## src/dq_pkg.sv

```systemverilog
// Shared constants, request and status codes, and types for the double-ended queue.
// Used by dq_ctrl and double_ended_queue; depends on nothing.
`default_nettype none

package dq_pkg;

   localparam int CAPACITY   = 1024;
   localparam int DATA_WIDTH = 32;

   localparam int PTR_W   = $clog2(CAPACITY);
   localparam int CNT_W   = $clog2(CAPACITY + 1);

   localparam int TYPE_W   = 3;
   localparam int VALUE_W  = 32;
   localparam int INDEX_W  = 10;
   localparam int COUNT_W  = 11;
   localparam int STATUS_W = 2;

   localparam int CMP_W = (CNT_W > INDEX_W) ? CNT_W : INDEX_W;

   localparam logic [TYPE_W-1:0] REQ_PUSH_FRONT = 3'd0;
   localparam logic [TYPE_W-1:0] REQ_PUSH_BACK  = 3'd1;
   localparam logic [TYPE_W-1:0] REQ_POP_FRONT  = 3'd2;
   localparam logic [TYPE_W-1:0] REQ_POP_BACK   = 3'd3;
   localparam logic [TYPE_W-1:0] REQ_READ       = 3'd4;

   localparam logic [STATUS_W-1:0] ST_OK    = 2'd0;
   localparam logic [STATUS_W-1:0] ST_EMPTY = 2'd1;
   localparam logic [STATUS_W-1:0] ST_FULL  = 2'd2;
   localparam logic [STATUS_W-1:0] ST_RANGE = 2'd3;

   typedef struct packed {
      logic                  wr_en;
      logic                  rd_en;
      logic [PTR_W-1:0]      addr;
      logic [DATA_WIDTH-1:0] wr_data;
   } mem_cmd_type;

   typedef struct packed {
      logic                read;
      logic [CNT_W-1:0]    count;
      logic [STATUS_W-1:0] status;
   } rsp_info_type;

   // Position off steps after pos, wrapping at the capacity. off never exceeds the capacity.
   function automatic logic [PTR_W-1:0] ring_add(input logic [PTR_W-1:0] pos,
                                                 input logic [CNT_W-1:0] off);
      logic [CNT_W:0] sum;
      sum = (CNT_W + 1)'(pos) + (CNT_W + 1)'(off);
      if (sum >= (CNT_W + 1)'(CAPACITY)) begin
         sum = sum - (CNT_W + 1)'(CAPACITY);
      end
      return sum[PTR_W-1:0];
   endfunction

endpackage

`default_nettype wire

```

## src/dq_ctrl.sv

```systemverilog
// Head pointer and element count of the ring; decodes each request into at most one memory access.
// Depends on dq_pkg.
`default_nettype none

module dq_ctrl (
   input  wire logic                           clock,
   input  wire logic                           reset,
   input  wire logic                           req_fire,
   input  wire logic [dq_pkg::TYPE_W-1:0]      req_type,
   input  wire logic [dq_pkg::VALUE_W-1:0]     req_push_value,
   input  wire logic [dq_pkg::INDEX_W-1:0]     req_index,
   output dq_pkg::mem_cmd_type                 mem_cmd,
   output dq_pkg::rsp_info_type                rsp_info
);

   localparam int PW = dq_pkg::PTR_W;
   localparam int CW = dq_pkg::CNT_W;
   localparam int DW = dq_pkg::DATA_WIDTH;
   localparam int XW = dq_pkg::CMP_W;

   logic [PW-1:0] head_ff, head_in;
   logic [CW-1:0] count_ff, count_in;

   logic          full, empty;
   logic [PW-1:0] head_prev;

   assign full      = (count_ff == CW'(dq_pkg::CAPACITY));
   assign empty     = (count_ff == '0);
   assign head_prev = (head_ff == '0) ? PW'(dq_pkg::CAPACITY - 1) : head_ff - 1'b1;

   always_comb begin
      head_in          = head_ff;
      count_in         = count_ff;
      mem_cmd.wr_en    = 1'b0;
      mem_cmd.rd_en    = 1'b0;
      mem_cmd.addr     = head_ff;
      mem_cmd.wr_data  = DW'(req_push_value);
      rsp_info.read    = 1'b0;
      rsp_info.status  = dq_pkg::ST_OK;

      unique case (req_type)
         dq_pkg::REQ_PUSH_FRONT: begin
            if (full) begin
               rsp_info.status = dq_pkg::ST_FULL;
            end else begin
               head_in       = head_prev;
               count_in      = count_ff + 1'b1;
               mem_cmd.wr_en = 1'b1;
               mem_cmd.addr  = head_prev;
            end
         end
         dq_pkg::REQ_PUSH_BACK: begin
            if (full) begin
               rsp_info.status = dq_pkg::ST_FULL;
            end else begin
               count_in      = count_ff + 1'b1;
               mem_cmd.wr_en = 1'b1;
               mem_cmd.addr  = dq_pkg::ring_add(head_ff, count_ff);
            end
         end
         dq_pkg::REQ_POP_FRONT: begin
            if (empty) begin
               rsp_info.status = dq_pkg::ST_EMPTY;
            end else begin
               head_in       = dq_pkg::ring_add(head_ff, CW'(1));
               count_in      = count_ff - 1'b1;
               mem_cmd.rd_en = 1'b1;
               rsp_info.read = 1'b1;
            end
         end
         dq_pkg::REQ_POP_BACK: begin
            if (empty) begin
               rsp_info.status = dq_pkg::ST_EMPTY;
            end else begin
               count_in      = count_ff - 1'b1;
               mem_cmd.rd_en = 1'b1;
               mem_cmd.addr  = dq_pkg::ring_add(head_ff, count_ff - 1'b1);
               rsp_info.read = 1'b1;
            end
         end
         dq_pkg::REQ_READ: begin
            if (XW'(req_index) >= XW'(count_ff)) begin
               rsp_info.status = dq_pkg::ST_RANGE;
            end else begin
               // The index is below the count here, so it fits the count's width.
               mem_cmd.rd_en = 1'b1;
               mem_cmd.addr  = dq_pkg::ring_add(head_ff, CW'(req_index));
               rsp_info.read = 1'b1;
            end
         end
         default: begin
         end
      endcase

      if (!req_fire) begin
         head_in       = head_ff;
         count_in      = count_ff;
         mem_cmd.wr_en = 1'b0;
         mem_cmd.rd_en = 1'b0;
      end
      rsp_info.count = count_in;
   end

   always_ff @(posedge clock) begin
      if (reset) begin
         head_ff  <= '0;
         count_ff <= '0;
      end else begin
         head_ff  <= head_in;
         count_ff <= count_in;
      end
   end

   a_count_bound: assert property (@(posedge clock) disable iff (reset)
      count_ff <= CW'(dq_pkg::CAPACITY))
      else $error("element count above capacity");

   a_head_bound: assert property (@(posedge clock) disable iff (reset)
      32'(head_ff) < dq_pkg::CAPACITY)
      else $error("head pointer outside the ring");

   a_one_access: assert property (@(posedge clock) disable iff (reset)
      !(mem_cmd.wr_en && mem_cmd.rd_en))
      else $error("read and write issued for one request");

   a_push_grows: assert property (@(posedge clock) disable iff (reset)
      mem_cmd.wr_en |=> count_ff == $past(count_ff) + 1'b1)
      else $error("successful push did not grow the count");

endmodule

`default_nettype wire
```

## config.mk

```make
export PLATFORM = sky130hd
export DESIGN_NAME = dq_ctrl
export DESIGN_NICKNAME = d
export VERILOG_FILES = /design/src/dq_pkg.sv /design/src/dq_ctrl.sv
export SDC_FILE = /design/constraint.sdc
export NUM_CORES = 1
export LEC_CHECK = 0
export BUFFER_PORTS_ARGS = -buffer_cell sky130_fd_sc_hd__buf_2
export CAP_MARGIN = 10
export CORE_MARGIN = 3
export CORE_UTILIZATION = 49
export DETAILED_ROUTE_END_ITERATION = 10
export PLACE_DENSITY = 0.78
export SLEW_MARGIN = 20
export SYNTH_ARGS = -nofsm -noshare
export SYNTH_HDL_FRONTEND = slang
export SYNTH_SLANG_ARGS = --single-unit
```

## constraint.sdc

```tcl
create_clock -name clock -period 3.39 [get_ports clock]
set_input_delay 0.339 -clock clock [delete_from_list [all_inputs] [get_ports clock]]
set_output_delay 0.339 -clock clock [all_outputs]
set_load 0.05 [all_outputs]
```

==> results of run 1 <==
==> stage by stage <==
step / util [%] / cells / hold slack (ps) / setup TNS, ps
final: 69.3 / 730 / 503 / -4430
after detailed placement: 59.2 / 705 / 655 / -235
after floorplan: - / 561 / 403 / -38.9
after global routing: 69.3 / 730 / 537 / -5480
after CTS: 64.1 / 722 / 487 / -3070
after global placement: 59.2 / 705 / 633 / -136
==> flip-flops by register name, indices dropped and copies added (netlist names) <==
signal	flops
head_ff	10
count_ff	11
==> cell usage in the layout, fill, tap and decap left out, types with 4 or more instances in the layout <==
master	count
nand3_1	24
a22oi_2	5
o21ai_1	6
buf_2	20
nand4_1	4
o21ai_2	4
o21ai_0	24
ha_1	37
a211oi_1	9
o22ai_1	10
nor2_4	5
o211ai_1	8
xnor2_2	5
inv_1	21
o31ai_2	5
a31oi_1	4
a21oi_2	10
nor3_1	15
a21o_1	11
nor2_1	37
ha_4	4
and3_1	6
xnor2_1	19
a21oi_1	38
xor2_1	10
o21bai_1	8
nand2_4	4
dfxtp_1	15
nand2_1	45
nor4_1	5
dfxtp_2	4
nor2b_1	17
buf_6	28
buf_4	76
nand2b_1	4
==> power by group through the flow <==
stage | combinational, mW | clock, mW | sequential, mW
final | 1.08 | 0.191 | 0.276
after CTS | 0.942 | 0.191 | 0.274
after floorplan | 0.673 | 0 | 0.275
after global placement | 0.818 | 0 | 0.279
after global routing | 1.13 | 0.200 | 0.277
after detailed placement | 0.835 | 0 | 0.279
==> worst reg2reg max path, delay by kind of cell (launching register included) <==
family,cells,cell delay [ps]
adder cells (fa/ha/maj),1,140
AO/OA/AOI/OAI,1,170
buffers and inverters,7,870
flip-flops,1,360
AND/OR/NAND/NOR,6,1530
XOR/XNOR,1,180
==> final cells by class <==
class / instances / share of cell area [%]
inverter: 28 / 2.15
timing repair buffer: 127 / 20.0
clock inverter: 1 / 0.0965
multi-input combinational: 451 / 66.3
clock buffer: 3 / 0.796
tap: 99 / 2.39
sequential: 21 / 8.34
==> per-layer routing <==
metal | wire length, µm | global-route usage, %
met5 | 0 | 0
met4 | 1370 | 16.6
met3 | 2190 | 7.34
met2 | 7010 | 52.3
met1 | 5890 | 42.5
==> worst max-delay path by stage <==
stage                             end  slack (ps)  depth (start not counted)
after floorplan           mem_cmd[41]         -40                         15
after global placement    mem_cmd[41]        -140                         16
after detailed placement  mem_cmd[41]        -240                         16
after CTS                 mem_cmd[41]        -420                         16
after global routing      mem_cmd[41]        -650                         16
final                     mem_cmd[41]        -600                         16
==> repair_timing <==
item                                    CTS  global route
pin swaps                                31            25
hold buffers                              0             0
endpoints found under the setup margin   11            22
setup buffers                            15             9
resized for setup                        67            77
==> cells by family (layout without fill, tap and decap cells) <==
logic type                 after synthesis  in the layout  synth area share [%]
AOI/OAI and AO/OA                      175            175                  29.0
buffers and inverters                   89            159                  11.9
muxes                                    3              3                 0.766
adders and majority gates               45             45                  14.9
DFF                                     21             21                  10.7
xor gates and xnor gates                35             35                  7.82
and+or+nand+nor                        193            193                  24.9
==> results.md, run 1 <==
- The flow ran to the end, but the final reports show violations.
- The checks that failed: setup timing.
- For this run, design rule violations remaining after detail routing come to 0.
- The I/O pin count is 106.
- For the pin with the worst max-slew slack, the measured transition is 903 ps.
- The initial antenna violation count came to 0.
- Of all cell types, the one taking the most synthesized area is ha_1.
- The commonest register cell after synthesis is dfxtp_1.
- Data on the critical path is required at its endpoint by 3050 ps.
- By area the synthesized netlist is led by ha_1 (13%), dfxtp_1 (11%), a21oi_1 (6.1%), buf_4 (6.1%), xnor2_1 (5.4%).
- The class of the worst hold path is in2reg.
- The sequential fraction of design power is 17.9%.
- The worst-case IR drop observed on VDD is 0.237 mV.
- The setup check on the worst reg-to-reg path leaves a slack of 20 ps.
- The post-synthesis async set-or-reset flop share is 0%.
- The critical path startpoint category is a register.
- The via count of the first global-routing pass is 4583.
- The family of cells with the greatest summed delay on the critical path is simple AND/OR/NAND/NOR gates.
- The CTS tree is yes.
- For this run, the post-layout net count is 725.
- In this run the number of H-tree levels came out at 1.
- The switching part of the total is 48.7%.
- The site row count is 31.
- The share of synthesized area in the top cell type comes to 13.4%.
- Yosys mapped a number of flops with a built-in enable equal to 0.
- In this run, the number of DRC markers left after iteration 0 of detailed routing was 713.
- The total congestion overflow is 0.
- The vias per cell is 6.86.
- The area overhead of the layout relative to synthesis is 32.4%.
- The critical path in this run is classified as reg2out.
- The slowest cell on the critical path is or4b_4.
- Measured against its own limit, the worst slew margin works out to 39.7%.
- The highest achievable clock rate is 0.251 GHz.
- Counting instances in the post-synthesis netlist gives the leading cell types as nand2_1 (50), a21oi_1 (48), ha_1 (42).
- The count of buffers added on input and output ports is 41.
- The reported max-cap violation count is 0.
- The die footprint is 0.00911 mm².
- After floorplanning, the core was sized to cover 0.00749 mm².
- The count of nets left with antenna violations once routing finished came out at 0.
- STA classifies the critical path endpoint as an output port.
- The pin count of the biggest net entering global routing is 23.
- At the later pin of the worst-skew pair, clock insertion delay measures 280 ps.
- The internal portion of total power is 792 µW.
- The mean area per synthesized cell is 6.99 µm².
- The root buffer cell chosen for the clock tree is clkbuf_8.
- The sequential cell area fraction in the yosys report is 10.7%.
- Clock tree synthesis inserted a total of 3 buffers.
- The worst register-to-register path begins at count_ff[1].
- Summing all non-filler instances in the final layout gives an area of 0.00519 mm².
- The final estimated routing congestion in global placement is 1.01.
- The clock network accounts for 12.4% of the total power.
- The number of buffers and inverters on the critical path is 2.
- The share of total power in combinational logic is 69.8%.
- The post-synthesis cell type count is 62.
- From left edge to right edge, the die measures 95.4 µm.
- The highest net fanout along the worst path is 3.
- The final count of hold timing violations is 0.
- The worst hold path terminates at head_ff[8].
- The cell with the most instances after synthesis is nand2_1.
- The overall routed net length is 16500 µm.
- The total nets after synthesis is 654.
- In this run the static leakage power is 2.27 nW.
- The minimum clock period after layout is 3990 ps.
- Detailed routing inserted a total of 5005 vias.
- The floorplan step set the die height to 95.4 µm.
- Setup repair after global routing could not meet its margin everywhere.
- Global routing consumed, over all layers together, 33.2% of the routing resources.
- The detailed placer's ending HPWL is 11400 µm.
- Counting instances, the worst hold path has a depth of 2.
- The worst-case setup slack after placement is -235 ps.
- The overall power after layout is 1.54 mW.
- The number of failing setup endpoints in the final timing report is 20.
- The endpoint of the worst register-to-register path is head_ff[4].
- The initial standard-cell utilization of the core is 52.4%.
- The minimum setup slack in the final design is -599 ps.
- The worst-case reg-to-reg path depth is 16.
- The filler cells instantiated in the layout total 565.
- STA puts the critical path data arrival time at 3650 ps.
- Across the routed clock network, the largest skew measured is 9.81 ps.
- The first global-routing pass estimated 23400 µm of wire.
- The final critical-path share of the clock period is 118%.
- In this design, the stage delay of the slowest critical-path cell is 480 ps.
- The post-route netlist has 34.4% of its cells at a drive strength greater than 1.
- The mapped netlist covers 0.00392 mm².
- The total net switching power is 752 µW.
- The max-slew violation count is 0.
- The yosys synthesis warning count is 0.
- The critical path goes through inv_4 -> ha_4 -> or4b_4 -> or3_4 -> nand2_4 -> ha_4 -> o21ai_2 -> nor2_2 -> a21oi_2 -> o21bai_1 -> a21oi_2 -> xnor2_2 -> mux2i_1 -> o311ai_1 -> a22o_2 -> buf_8.
- The area used by sequential logic in the layout is 433 µm².
- The start point of the critical path is count_ff[1].
- The clock passes through at most 2 buffers.
- The gate count of the mapped netlist is 561.
- The number of detailed-routing iterations run before antenna repair is 6.
- In the final layout, the multi-input gates occupy 0.00344 mm².
- After detailed routing, the average wire length per cell comes to 22.5 µm.
- The number of storage elements in the synthesis netlist is 21.
- Clock-pin slew was measured on the worst setup and hold paths at 100 ps.
- The ratio of total power to cell area is 298 mW/mm².
- The repair_antennas step left the layout with diodes totalling 0.
- In this run the cell area measured after placement is 0.00443 mm².
- The tree built by TritonCTS fans out to 21 sinks.
- The worst hold path begins at reset.
Note: power is estimated with default switching activity, not from simulation.
==> inputs of run 2 (changes only) <==
--- a/config.mk
+++ b/config.mk
@@ -5,13 +5,12 @@
 export SDC_FILE = /design/constraint.sdc
 export NUM_CORES = 1
 export LEC_CHECK = 0
-export BUFFER_PORTS_ARGS = -buffer_cell sky130_fd_sc_hd__buf_2
+export BUFFER_PORTS_ARGS = -buffer_cell sky130_fd_sc_hd__clkbuf_2
 export CAP_MARGIN = 10
 export CORE_MARGIN = 3
 export CORE_UTILIZATION = 49
 export DETAILED_ROUTE_END_ITERATION = 10
 export PLACE_DENSITY = 0.78
-export SLEW_MARGIN = 20
 export SYNTH_ARGS = -nofsm -noshare
 export SYNTH_HDL_FRONTEND = slang
 export SYNTH_SLANG_ARGS = --single-unit
==> run 2 against run 1 <==
  * The run still ends with setup timing left
  * Combinational power increased by 8%
  * Non-clock buffer count increased by 37
  * Clock power increased by 4%
  * Power increased by 6.3%
  * Maximum frequency about the same
  * Die area unchanged
  * Critical path type unchanged
  * Critical endpoint unchanged
  * Largest power group unchanged
==> results.md, run 2 (synthesis gave the netlist of run 1 again) <==
- The run finished, with violations left.
- The final reports fail on setup timing.
- Counting the buffers created by CTS gives 3.
- Data on the critical path arrives at its endpoint at 3650 ps.
- The number of cells on the worst reg-to-reg path is 18.
- The port buffer count is 41.
- The pre-antenna-repair detailed-routing pass consisted of 5 iterations.
- Counting instances, the worst hold path has a depth of 2.
- The first global-routing pass estimated 23700 µm of wire.
- Clock skew on the completed layout was measured at 11.5 ps.
- The class of the worst hold path is in2reg.
- For this configuration, the core starts out at a cell density of 52.4%.
- At the end of routability-driven placement, the weighted congestion stood at 1.04.
- The number of standard cells in the layout, taps in and fillers out is 767.
- The worst path in the final design needs a cycle of 3990 ps, including I/O delays and setup.
- The vias per cell is 6.81.
- The number of failing setup endpoints in the final timing report is 22.
- On the worst path, the slowest cell contributes a delay of 480 ps.
- The initialized floorplan defines 31 standard-cell rows.
- The floorplan step set the die width to 95.4 µm.
- In this run the standard cell core region covers 0.00749 mm².
- The aggregate global-route resource usage is 33.7%.
- VDD sags by at most 0.243 mV.
- The number of buffers and inverters on the critical path is 3.
- The cell type with the highest occurrence count on the critical path is xnor2_1.
- The filler cells instantiated in the layout total 526.
- Relative to the synthesized area, the layout overhead comes to 43.8%.
- The floorplan step defined a die boundary enclosing 0.00911 mm².
- The final net count is 762.
- The initial antenna violation count is 0.
- The final routed DRC violation total is 0.
- After clock tree synthesis, the clock-pin slew on the worst setup and hold paths is 110 ps.
- Setup repair after global routing could not meet its margin everywhere.
- The max-slew violation count was 0.
- The antenna diode instance count is 0.
- For this design, the slowest cell found on the critical path is or4b_4.
- The number of sinks driven by the clock tree is 21.
- Derived from the worst setup path, the maximum achievable clock frequency is 0.251 GHz.
- For this design the ratio of total power to cell area is 291 mW/mm².
- The reported max-cap violation count is 0.
- Once placement completed, the tool counted placed cells totaling 718.
- The height of the die is 95.4 µm.
- The static leakage is 2.47 nW.
- The critical path goes through inv_4 -> ha_4 -> or4b_4 -> or3_4 -> buf_4 -> nor2_4 -> xnor2_1 -> ha_1 -> a21oi_1 -> xnor2_1 -> mux2i_1 -> o311ai_1 -> a22o_2 -> clkbuf_16.
- The CTS tree is yes.
- Counting flops per register, the top entry is count_ff.
- STA classifies the critical path startpoint as a register.
- Measured on the finished design, the core utilization comes to 75.3%.
- The clock passes through at most 2 buffers.
- The cell depth of the worst setup path is 14.
- In the final layout, the registers with the most flip-flops are count_ff x11, head_ff x10.
- Detailed routing inserted a total of 5226 vias.
- The initial DRC count is 738.
- The worst slew margin relative to its limit is 42.2%.
- After global routing the overflow that remains totals 0.
- In this run the count of I/O pins placed on the die edge is 106.
- The fraction of final layout cells with drive strength greater than 1 is 40.7%.
- Clock tree synthesis selected as its root buffer the cell clkbuf_8.
- The via count of the first global-routing pass came to 4514.
- At the pin with the least slew margin, the transition time is 865 ps.
- The family of cells with the greatest summed delay on the critical path is simple AND/OR/NAND/NOR gates.
- Once routing completed, OpenROAD measured the worst setup slack at -599 ps.
- In the layout the commonest cells are buf_4 (113), nand2_1 (41), a21oi_1 (35), nor2_1 (34), ha_1 (34).
- The data required time of the worst path is 3050 ps.
- The H-tree depth reported by CTS is 1.
- The overall power after layout is 1.64 mW.
- The flip-flop count of the largest register after layout is 11.
- The final critical-path share of the clock period is 118%.
- The worst setup path is of the reg2out kind.
- The final count of hold timing violations is 0.
- The post-route antenna net violation count is 0.
- The wire length per cell is 23.3 µm.
- The most common cell after layout, fill and taps aside is buf_4.
- Summed over all layers, the routed wires come to 17900 µm.
- The worst setup path is captured at an output port.
- The latest clock arrival within the worst-skew pair is 290 ps.
- Along the worst path, the maximum fanout reaches 3.
- Entering global routing, the biggest net connects 22 pins.
- The detailed placer's ending HPWL is 11700 µm.
## run 2: metal layers
metal | part of all wire (%) | track usage (%)
met1 | 35 | 45.0
met2 | 44 | 54.1
met3 | 13 | 5.29
met4 | 7.6 | 13.6
met5 | 0 | 0
## run 2: power by group
group / internal [mW] / switching [mW]
logic: 0.510 / 0.663
registers: 0.254 / 0.0160
clock network: 0.0831 / 0.116
total: 0.847 / 0.795
## run 2: area by class of cell
type | instances | area [µm²] | area share, %
inverters | 28 | 115 | 2.04
clock inverters | 1 | 5.00 | 0.0888
repair buffers | 164 | 1360 | 24.2
clock buffers | 3 | 41.3 | 0.733
flip-flops and latches | 21 | 439 | 7.79
multi-input cells | 451 | 3550 | 63.0
well taps | 99 | 124 | 2.20
## run 2: metrics by stage
stage | instance area, µm² | hold slack [ps] | setup TNS (ps) | setup slack, ps
2_1_floorplan | 3970 | 403 | -38.9 | -38.9
3_3_place_gp | 4540 | 674 | -158 | -158
3_5_place_dp | 4540 | 678 | -235 | -235
4_1_cts | 5000 | 577 | -856 | -455
5_1_grt | 5640 | 646 | -5260 | -713
6_report | 5640 | 587 | -4640 | -599
## run 2: path summary, 6_finish.rpt
| check | to | startpoint | slack, ps |
|---|---|---|---|
| worst max-delay path | mem_cmd[41] | count_ff[1] | -600 |
| worst min-delay path | head_ff[8] | reset | 590 |
| worst max register to register | count_ff[5] | count_ff[1] | 270 |
| worst min register to register | count_ff[6] | count_ff[6] | 710 |
## run 2: what timing repair did
| action | 4_1_cts | 5_1_grt |
|---|---|---|
| buffers inserted | 16 | 29 |
| hold buffers | 0 | 0 |
| pin swaps | 26 | 40 |
| resized for setup | 65 | 134 |
| endpoints found under the setup margin | 13 | 21 |
==> inputs of run 3 (changes only) <==
--- a/config.mk
+++ b/config.mk
@@ -5,12 +5,13 @@
 export SDC_FILE = /design/constraint.sdc
 export NUM_CORES = 1
 export LEC_CHECK = 0
+export ABC_AREA = 1
 export BUFFER_PORTS_ARGS = -buffer_cell sky130_fd_sc_hd__clkbuf_2
 export CAP_MARGIN = 10
 export CORE_MARGIN = 3
-export CORE_UTILIZATION = 49
+export CORE_UTILIZATION = 25
+export CTS_CLUSTER_DIAMETER = 80
 export DETAILED_ROUTE_END_ITERATION = 10
-export PLACE_DENSITY = 0.78
 export SYNTH_ARGS = -nofsm -noshare
 export SYNTH_HDL_FRONTEND = slang
 export SYNTH_SLANG_ARGS = --single-unit
==> run 3 against run 2 <==
  * The run now ends clean
  * Maximum frequency rose by 24%
  * Critical path depth is 4 higher
  * Design area fell by 14%
  * Sequential power grew 11%
  * Critical endpoint unchanged
==> results.md, run 3 <==
- The flip-flop count of the largest register after layout is 11.
- The port buffer count is 41.
- The endpoint class of the critical path is an output port.
- The yosys synthesis warning count is 0.
- The number of clock buffers added by TritonCTS is 3.
- The post-layout instance area is 0.00487 mm².
- Sorting the synthesized cells by area gives the leading types as nand2_1 (16%), ha_1 (12%), dfxtp_1 (9.3%), nand3_1 (8.2%), inv_1 (7.6%).
- The I/O pin count is 106.
- After Yosys synthesis, XOR and XNOR cells account for 5.79% of the synthesized area.
- The final routed DRC violation total is 0.
- The pre-antenna-repair detailed-routing pass consisted of 5 iterations.
- The vias per cell is 4.96.
- The height of the die is 140 µm.
- The final net count is 861.
- The area overhead of the layout relative to synthesis is 7.87%.
- The number of sinks driven by the clock tree is 21.
- When the netlist entered floorplanning its net count stood at 849.
- After synthesis, the largest family of logic cells by area is simple AND/OR/NAND/NOR gates.
- The wire length per cell is 16.1 µm.
- The run finished with clean final reports.
- A synthesized cell averages 5.97 µm².
- The gate count of the mapped netlist is 756.
- The class of the worst hold path is in2reg.
- At the end of routability-driven placement, the weighted congestion stood at 0.944.
- The commonest cells after synthesis are nand2_1 (187), inv_1 (91), nand3_1 (74).
- At the worst endpoint, the required time is 3050 ps.
- At the placement stage, the worst setup path has a slack of 364 ps.
- The number of flops mapped to enable cells by yosys is 0.
- The initial utilization of the core area, before any placement, comes to 25.8%.
- After synthesis, the netlist uses 48 different library cells.
- The clock arrives with 3.32 ps of skew.
- The ratio of total power to cell area is 324 mW/mm².
- The detail route stage leaves a number of antenna-violating nets equal to 0.
- Across the run, the number of max-cap violations was 0.
- The smallest clock period supported by the final layout is computed as 3220 ps.
- The root cell of the clock tree is clkbuf_16.
- The fraction of the mapped netlist area in simple logic gates is 39.3%.
- Setup slack closes at 167 ps.
- For this run, asynchronously set or reset flops after synthesis account for 0%.
- After detailed routing, the total wire length is 16000 µm.
- For this design the static power due to leakage is 2.55 nW.
- The sequential cell area fraction in the yosys report is 9.31%.
- The arrival time of data at the critical path endpoint is 2880 ps.
- The final route contains 4923 vias.
- The critical path startpoint category is a register.
- The via count of the first global-routing pass is 4637.
- The register ranked first by flip-flop count is count_ff.
- The wire length of the first global-routing pass is 25100 µm.
- Summed over all nets, the half-perimeter wirelength after detailed placement is 13100 µm.
- The uppermost metal layer occupied by signal nets is met4.
- The library cells used most frequently in the layout, excluding fill and tap cells, are nand2_1 (187), inv_1 (91), nand3_1 (74), nor2_1 (61).
- The final critical-path share of the clock period is 95.1%.
- In this run the number of H-tree levels came out at 1.
- The final count of hold timing violations came to 0.
- The site row count is 48.
- The overall power after layout is 1.58 mW.
- The slew at the pin with the worst max-slew slack is 666 ps.
- Cells with a size suffix above 1 make up 14.6% of the layout.
- Detailed routing placed a total of 1210 µm of wire on met3.
- The most common cell after layout, fill and taps aside is nand2_1.
- The buffer levels on the longest clock path is 2.
- The horizontal die dimension is 140 µm.
- The worst setup path category is reg2out.
- The total routed wire length on the met1 layer is 7160 µm.
- The worst slew margin relative to its limit is 55.5%.
- Entering global routing, the biggest net connects 30 pins.
- The core region is 0.0175 mm².
- The commonest register cell after synthesis is dfxtp_1.
- The standard cell area after detailed placement is 0.00475 mm².
- The fraction of the mapped netlist area in adder cells is 13.0%.
- Setup violations remaining at the end of the flow were counted as 0.
- The initial DRC count is 362.
- The largest registers in the layout are count_ff x11, head_ff x10.
- The detailed-routed wire length on met2 is 7320 µm.
- The antenna diode instance count is 0.
- The die covers 0.0197 mm².
- The number of storage elements in the synthesis netlist is 21.
- The portion of netlist area occupied by mux cells is 0%.
- By instance count, the leading cell after synthesis is nand2_1.
- Hold timing on the final database bottoms out at a slack of 481 ps.
- TritonCTS built the clock tree.
- The initial antenna violation count is 0.
- Static timing analysis puts the maximum clock frequency at 0.310 GHz.
- After global routing the overflow that remains totals 0.
- The aggregate global-route resource usage is 15.9%.
- The highest net fanout along the worst path is 4.
- The post-synth design cell area is 0.00452 mm².
- The share of the synthesized area in compound gates (AO/OA/AOI/OAI) is 15.7%.
- The latest clock arrival within the worst-skew pair is 260 ps.
- The largest total area in the synthesized netlist belongs to nand2_1.
- The worst IR drop on VDD is 0.180 mV.
- Clock-pin slew was measured on the worst setup and hold paths at 60 ps.
- Of the post-synthesis cell area, the dominant cell type holds 15.5%.
- The max-slew violation count is 0.
[run 3: cell count changes in the layout (fill, tap and decap cells not counted), moves of 11 or more]
cell	delta
nor2b_1	-14
buf_4	-99
nand2_1	+146
o21ai_0	+12
clkbuf_2	+20
nor2_1	+27
nand3_1	+51
xnor2_1	-11
nand4_1	+18
buf_6	-19
inv_1	+70
[run 3: power by group]
part	leakage (nW)	switching, mW	internal (mW)	total (mW)
registers	0.172	0.0368	0.262	0.299
logic	2.34	0.706	0.311	1.02
clock network	0.0382	0.104	0.161	0.265
total	2.55	0.846	0.734	1.58
[run 3: metrics by stage]
stage               std cells  utilization (%)  TNS [ps]
finish                    992             27.9         0
global route              992             27.9   -0.0244
CTS                       992             27.6         0
detailed placement        988             27.2         0
global placement          988             27.2         0
floorplan                 756                -         0
[run 3: path summary, 6_finish.rpt]
| check | endpoint | startpoint | slack [ps] | cells after the start |
|---|---|---|---|---|
| min | head_ff[9] | reset | 480 | 2 |
| max | mem_cmd[41] | count_ff[1] | 170 | 18 |
| min reg2reg | count_ff[1] | count_ff[1] | 670 | 3 |
| max reg2reg | count_ff[0] | count_ff[7] | 1030 | 10 |
[run 3: routing by layer]
layer	up-vias	track usage, %
met5	-	0
met4	0	3.77
met3	21	1.84
met2	188	26.2
met1	2224	22.1
li1	2490	-
[run 3: cell type report]
class | instances | area [µm²]
Fill cell | 1976 | 12600
Timing Repair Buffer | 54 | 305
Clock buffer | 4 | 78.8
Sequential cell | 21 | 422
Tap cell | 225 | 282
Multi-Input combinational cell | 582 | 3370
Inverter | 106 | 410
[run 3: critical path: stages (launching register included)]
cell     delay, ps
dfxtp_1        310
inv_1          110
ha_2           230
nand3_4        140
o21ai_0        170
and2_1         170
inv_1           50
ha_1           350
nand2_1         90
nor2_1         150
nand3_1        140
inv_1           80
nor2_1          40
nand2_1         70
nand3_1         70
nand2_1         60
nand3_1         70
nand4_1        110
buf_4          200
[run 3: repair_timing]
action,4_1_cts,5_1_grt
setup buffers,0,0
gates resized for setup,0,16
hold buffers,0,0
setup endpoints to repair,0,5
[run 3: cells by family (layout without fill, tap and decap cells)]
kind of cell | Yosys count | in the layout
flip-flops | 21 | 21
XOR/XNOR | 29 | 29
buffers and inverters | 153 | 164
adder cells (fa/ha/maj) | 45 | 45
AO/OA/AOI/OAI | 124 | 124
AND/OR/NAND/NOR | 384 | 384
